## src/hdl/rbmc_div.sv

```systemverilog
module rbmc_div (
   input  logic        clock,
   input  logic        en,
   input  logic [16:0] num,
   input  logic [7:0]  den,
   output logic [7:0]  quo
);

   logic [16:0] rem_ff [4];
   logic [7:0]  den_ff [4];
   logic [7:0]  quo_ff [4];
   logic        sat_ff [4];

   logic [16:0] rem_src [4];
   logic [7:0]  den_src [4];
   logic [7:0]  quo_src [4];
   logic        sat_src [4];

   for (genvar k = 0; k < 4; k++) begin : g_stage
      logic [16:0] rem_in;
      logic [7:0]  quo_in;
      logic [16:0] sub_hi;
      logic [16:0] sub_lo;

      if (k == 0) begin : g_first
         assign rem_src[k] = num;
         assign den_src[k] = den;
         assign quo_src[k] = 8'd0;
         assign sat_src[k] = num >= {1'b0, den, 8'b0};
      end else begin : g_next
         assign rem_src[k] = rem_ff[k-1];
         assign den_src[k] = den_ff[k-1];
         assign quo_src[k] = quo_ff[k-1];
         assign sat_src[k] = sat_ff[k-1];
      end

      assign sub_hi = {9'b0, den_src[k]} << (7 - 2 * k);
      assign sub_lo = {9'b0, den_src[k]} << (6 - 2 * k);

      always_comb begin
         rem_in = rem_src[k];
         quo_in = quo_src[k];
         if (rem_in >= sub_hi) begin
            rem_in = rem_in - sub_hi;
            quo_in[7 - 2 * k] = 1'b1;
         end
         if (rem_in >= sub_lo) begin
            rem_in = rem_in - sub_lo;
            quo_in[6 - 2 * k] = 1'b1;
         end
      end

      always_ff @(posedge clock) begin
         if (en) begin
            rem_ff[k] <= rem_in;
            den_ff[k] <= den_src[k];
            quo_ff[k] <= quo_in;
            sat_ff[k] <= sat_src[k];
         end
      end
   end

   assign quo = sat_ff[3] ? 8'hFF : quo_ff[3];

endmodule

```

## config.mk

```make
export PLATFORM = sky130hd
export DESIGN_NAME = rbmc_div
export DESIGN_NICKNAME = d
export VERILOG_FILES = /design/src/hdl/rbmc_div.sv
export SDC_FILE = /design/constraint.sdc
export NUM_CORES = 1
export LEC_CHECK = 0
export BUFFER_PORTS_ARGS = -buffer_cell sky130_fd_sc_hd__buf_2
export CAP_MARGIN = 40
export CORE_ASPECT_RATIO = 0.6
export CORE_MARGIN = 2
export CORE_UTILIZATION = 69
export CTS_BUF_LIST = sky130_fd_sc_hd__clkbuf_4 sky130_fd_sc_hd__clkbuf_8
export CTS_CLUSTER_SIZE = 20
export DETAILED_ROUTE_END_ITERATION = 10
export MAX_ROUTING_LAYER = met4
export PLACE_DENSITY = 0.88
export SYNTH_ARGS = -nofsm -noshare
export SYNTH_HDL_FRONTEND = slang
export SYNTH_SLANG_ARGS = --single-unit
```

## constraint.sdc

```tcl
create_clock -name clock -period 10.7 [get_ports clock]
set_clock_uncertainty 0.05 [all_clocks]
set_input_delay 2.675 -clock clock [delete_from_list [all_inputs] [get_ports clock]]
set_output_delay 2.675 -clock clock [all_outputs]
set_load 0.05 [all_outputs]
```

==> flow_summary.yaml <==
detailed_routing:
  via_per_inst: 6.483
  via_count: 5964
  drc_errors: 0
  wire_per_inst_um: 19.39
  drt_pass1_iterations: 5
  first_iter_violations: 677
  ant_nets: 0
  totalWireLength_mm: 17.84
die:
  start_util_pct: 70.40
  dieArea_um2: 11570
  core_area_um2: 10490
  dieHeight_um: 84.12
  io_pins: 35
  die_x_um: 137.5
  rows: 29
critical_path:
  cp.arrival_ns: 8.26
  cp-end-kind: "flip-flop"
  cp.required_ns: 10.78
  start_kind: "primary input"
  criticalPathCategory: "primary input to flip-flop"
  cp_max_fo: 15
timing:
  rsz0062_at_grt: "false"
  finalHoldViolations: 0
  fin_setup_tns_ns: 0
  fin_ws_ns: 2.521
  worst_pin_slew_ns: 0.9103
  fmax_mhz: 122.3
  setup_viol: 0
  drv_slew: 0
  finalCriticalPeriod_ns: 8.179
  relSlewSlack_pct: 38.52
  whs_ns: 0.3822
  period_share_pct: 76.44
placement:
  placed_area_um2: 7726
  gp_congestion: 0.9095
  post-place-ws_ns: 2.325
  dp_hpwl_mm: 14.01
  port_buffers: 34
pwr:
  power_leakage_nw: 3.182
  finalPower_mw: 2.003
  powerDensity_nw_per_um2: 252.5
  vdd_drop_max_mv: 0.2007
clock_network:
  ctsRootBufferMaster: "clkbuf_8"
  cts_resized: 0
  tritoncts: "done"
  numCtsBuffers: 9
  cts_sinks: 99
  clock_latency_ns: 0.39
  hold_buffers: 0
  clockBufferDepth: 2
  ctsHtreeMaxLevel: 3
  clk_pin_slew_worst_paths_ns: 0.11
  post-cts-setup-buffer-count: 0
finish:
  diodes: 0
  fin_area_um2: 7935
  final_nets: 882
  layout-drive-gt1-share_pct: 13.83
  area_delta_synth_final_pct: 7.492
flow_run:
  drv_cap: 0
logic_synthesis:
  synth_nets: 840
  synth_seq_cells: 99
  yosysUniqueCellTypes: 63
  ys_warn_count: 0
  synthArstFlopShare_pct: 0
  synth_top_area_share_pct: 40.27
  synth.cell_area_um2: 7382
  yosysTopAreaCell: "edfxtp_1"
  postSynthAreaPerCell_um2: 10.06
  synth.top_cells.by_area: "edfxtp_1, ha_1, mux2_2, a21oi_1, inv_1"
  ys.flop_type: "edfxtp_1"
  seq_area_frac_synth_pct: 40.27
  synth_edf_count: 99
  synthCells: 734
global_routing:
  grtUsageTotal_pct: 33.59
  grt_overflow: 0
  antenna_found_initial: 1
  grt_pass1_wl_mm: 28.84
  grt_pass1_vias: 5706
  grt_max_degree: 69
worst_hold_path:
  hold_class: "flip-flop to flip-flop"
run_status:
  outcome: "finished, final reports clean"
## cell families after synthesis
kind of cell             after synthesis  synth area share [%]
buffers and inverters                 78                 4.000
AND/OR/NAND/NOR                      218                 15.49
multiplexers                          37                 5.508
AO/OA/AOI/OAI                        184                 16.00
XOR/XNOR                              39                 4.627
adder cells (fa/ha/maj)               79                 14.10
flip-flops                            99                 40.27
## final timing paths
path	start	endpoint	slack, ns	cells after the start
max	num[7]	rem_ff[0][13]$_DFFE_PP_	2.52	19
min	quo_ff[2][3]$_DFFE_PP_	quo_ff[3][3]$_DFFE_PP_	0.38	0
max reg2reg	rem_ff[1][3]$_DFFE_PP_	rem_ff[2][9]$_DFFE_PP_	4.39	19
min reg2reg	quo_ff[2][3]$_DFFE_PP_	quo_ff[3][3]$_DFFE_PP_	0.38	0
## per-layer routing
layer | share of wire [%] | track usage [%] | vias to the layer above
met5 | 0 | - | -
li1 | - | - | 2822
met3 | 9.4 | 8.379 | 43
met4 | 1.9 | 7.591 | 0
met2 | 43 | 47.35 | 286
met1 | 46 | 49.08 | 2813
## synthesized netlist by cell type, drive strengths merged (2+ instances only)
cell type and n:
buf 2, nor3 18, nor2 64, nand2 35
xor2 10, a21oi 55, nor2b 15, nor4 9
and3 9, a2111oi 2, o31ai 9, a221oi 2
mux2i 8, inv 71, o21bai 4, nor4b 2
edfxtp 99, a21o 15, nand2b 8, nand4 22
clkbuf 5, o21a 19, fa 7, or4 5
o21ai 41, a211oi 3, or3 4, nand3 6
mux2 29, o31a 5, xnor2 29, a31o 3
o2111ai 3, o211ai 9, o41ai 2, or2 15
ha 72, and2 2
## stage by stage
stage,instances,utilization (%)
after floorplan,734,-
after global placement,901,73.50
after detailed placement,903,73.68
after CTS,919,75.62
after global routing,920,75.67
final,920,75.67
## area by class of cell
class,instances,area [um^2]
multi-input combinational,557,4114
sequential,99,2973
fill,732,2551
inverter,71,266.5
timing repair buffer,38,203.9
tap,139,173.9
clock buffer,9,123.9
clock inverter,7,80.08
## where the power goes
group | leakage [nW] | switching, mW | total [mW] | internal (mW)
logic | 2.13 | 0.658 | 1.14 | 0.486
registers | 0.954 | 0.0652 | 0.620 | 0.555
clock network | 0.0990 | 0.147 | 0.240 | 0.0923
## cells in the final DEF, fill, tap and decap left out, types with 3 or more instances in the layout
| cell | n |
|---|---|
| a211oi_1 | 3 |
| a21o_1 | 15 |
| a21oi_1 | 55 |
| a31o_2 | 3 |
| and3_1 | 9 |
| buf_2 | 33 |
| buf_4 | 3 |
| clkbuf_8 | 9 |
| edfxtp_1 | 99 |
| fa_1 | 7 |
| ha_1 | 72 |
| inv_1 | 70 |
| mux2_2 | 28 |
| mux2i_1 | 8 |
| nand2_1 | 35 |
| nand2b_1 | 8 |
| nand3_1 | 6 |
| nand4_1 | 21 |
| nor2_1 | 64 |
| nor2b_1 | 15 |
| nor3_1 | 16 |
| nor4_1 | 9 |
| o2111ai_1 | 3 |
| o211ai_1 | 8 |
| o21a_1 | 19 |
| o21ai_0 | 41 |
| o21bai_1 | 4 |
| o31a_1 | 5 |
| o31ai_1 | 9 |
| or2_2 | 15 |
| or4_1 | 4 |
| xnor2_1 | 29 |
| xor2_1 | 10 |
## state kept, by name, summed over array words and instances (netlist names)
signal  flops
rem_ff     51
den_ff     24
quo_ff     20
sat_ff      4
## critical path, cell delays in order
cell       delay (ns)
buf_2            0.12
inv_1            0.06
ha_1             0.17
inv_1            0.06
fa_1             0.40
a21o_1           0.19
a21oi_1          0.26
nor2_1           0.11
nand4bb_1        0.61
a21oi_1          0.52
ha_1             0.32
nor2b_1          0.15
o31ai_1          0.34
a21oi_1          0.16
o21ai_0          0.27
a21oi_1          0.14
nor4b_1          0.74
and3_1           0.58
mux2_2           0.39
No activity file was read; power rests on OpenSTA's default activity.
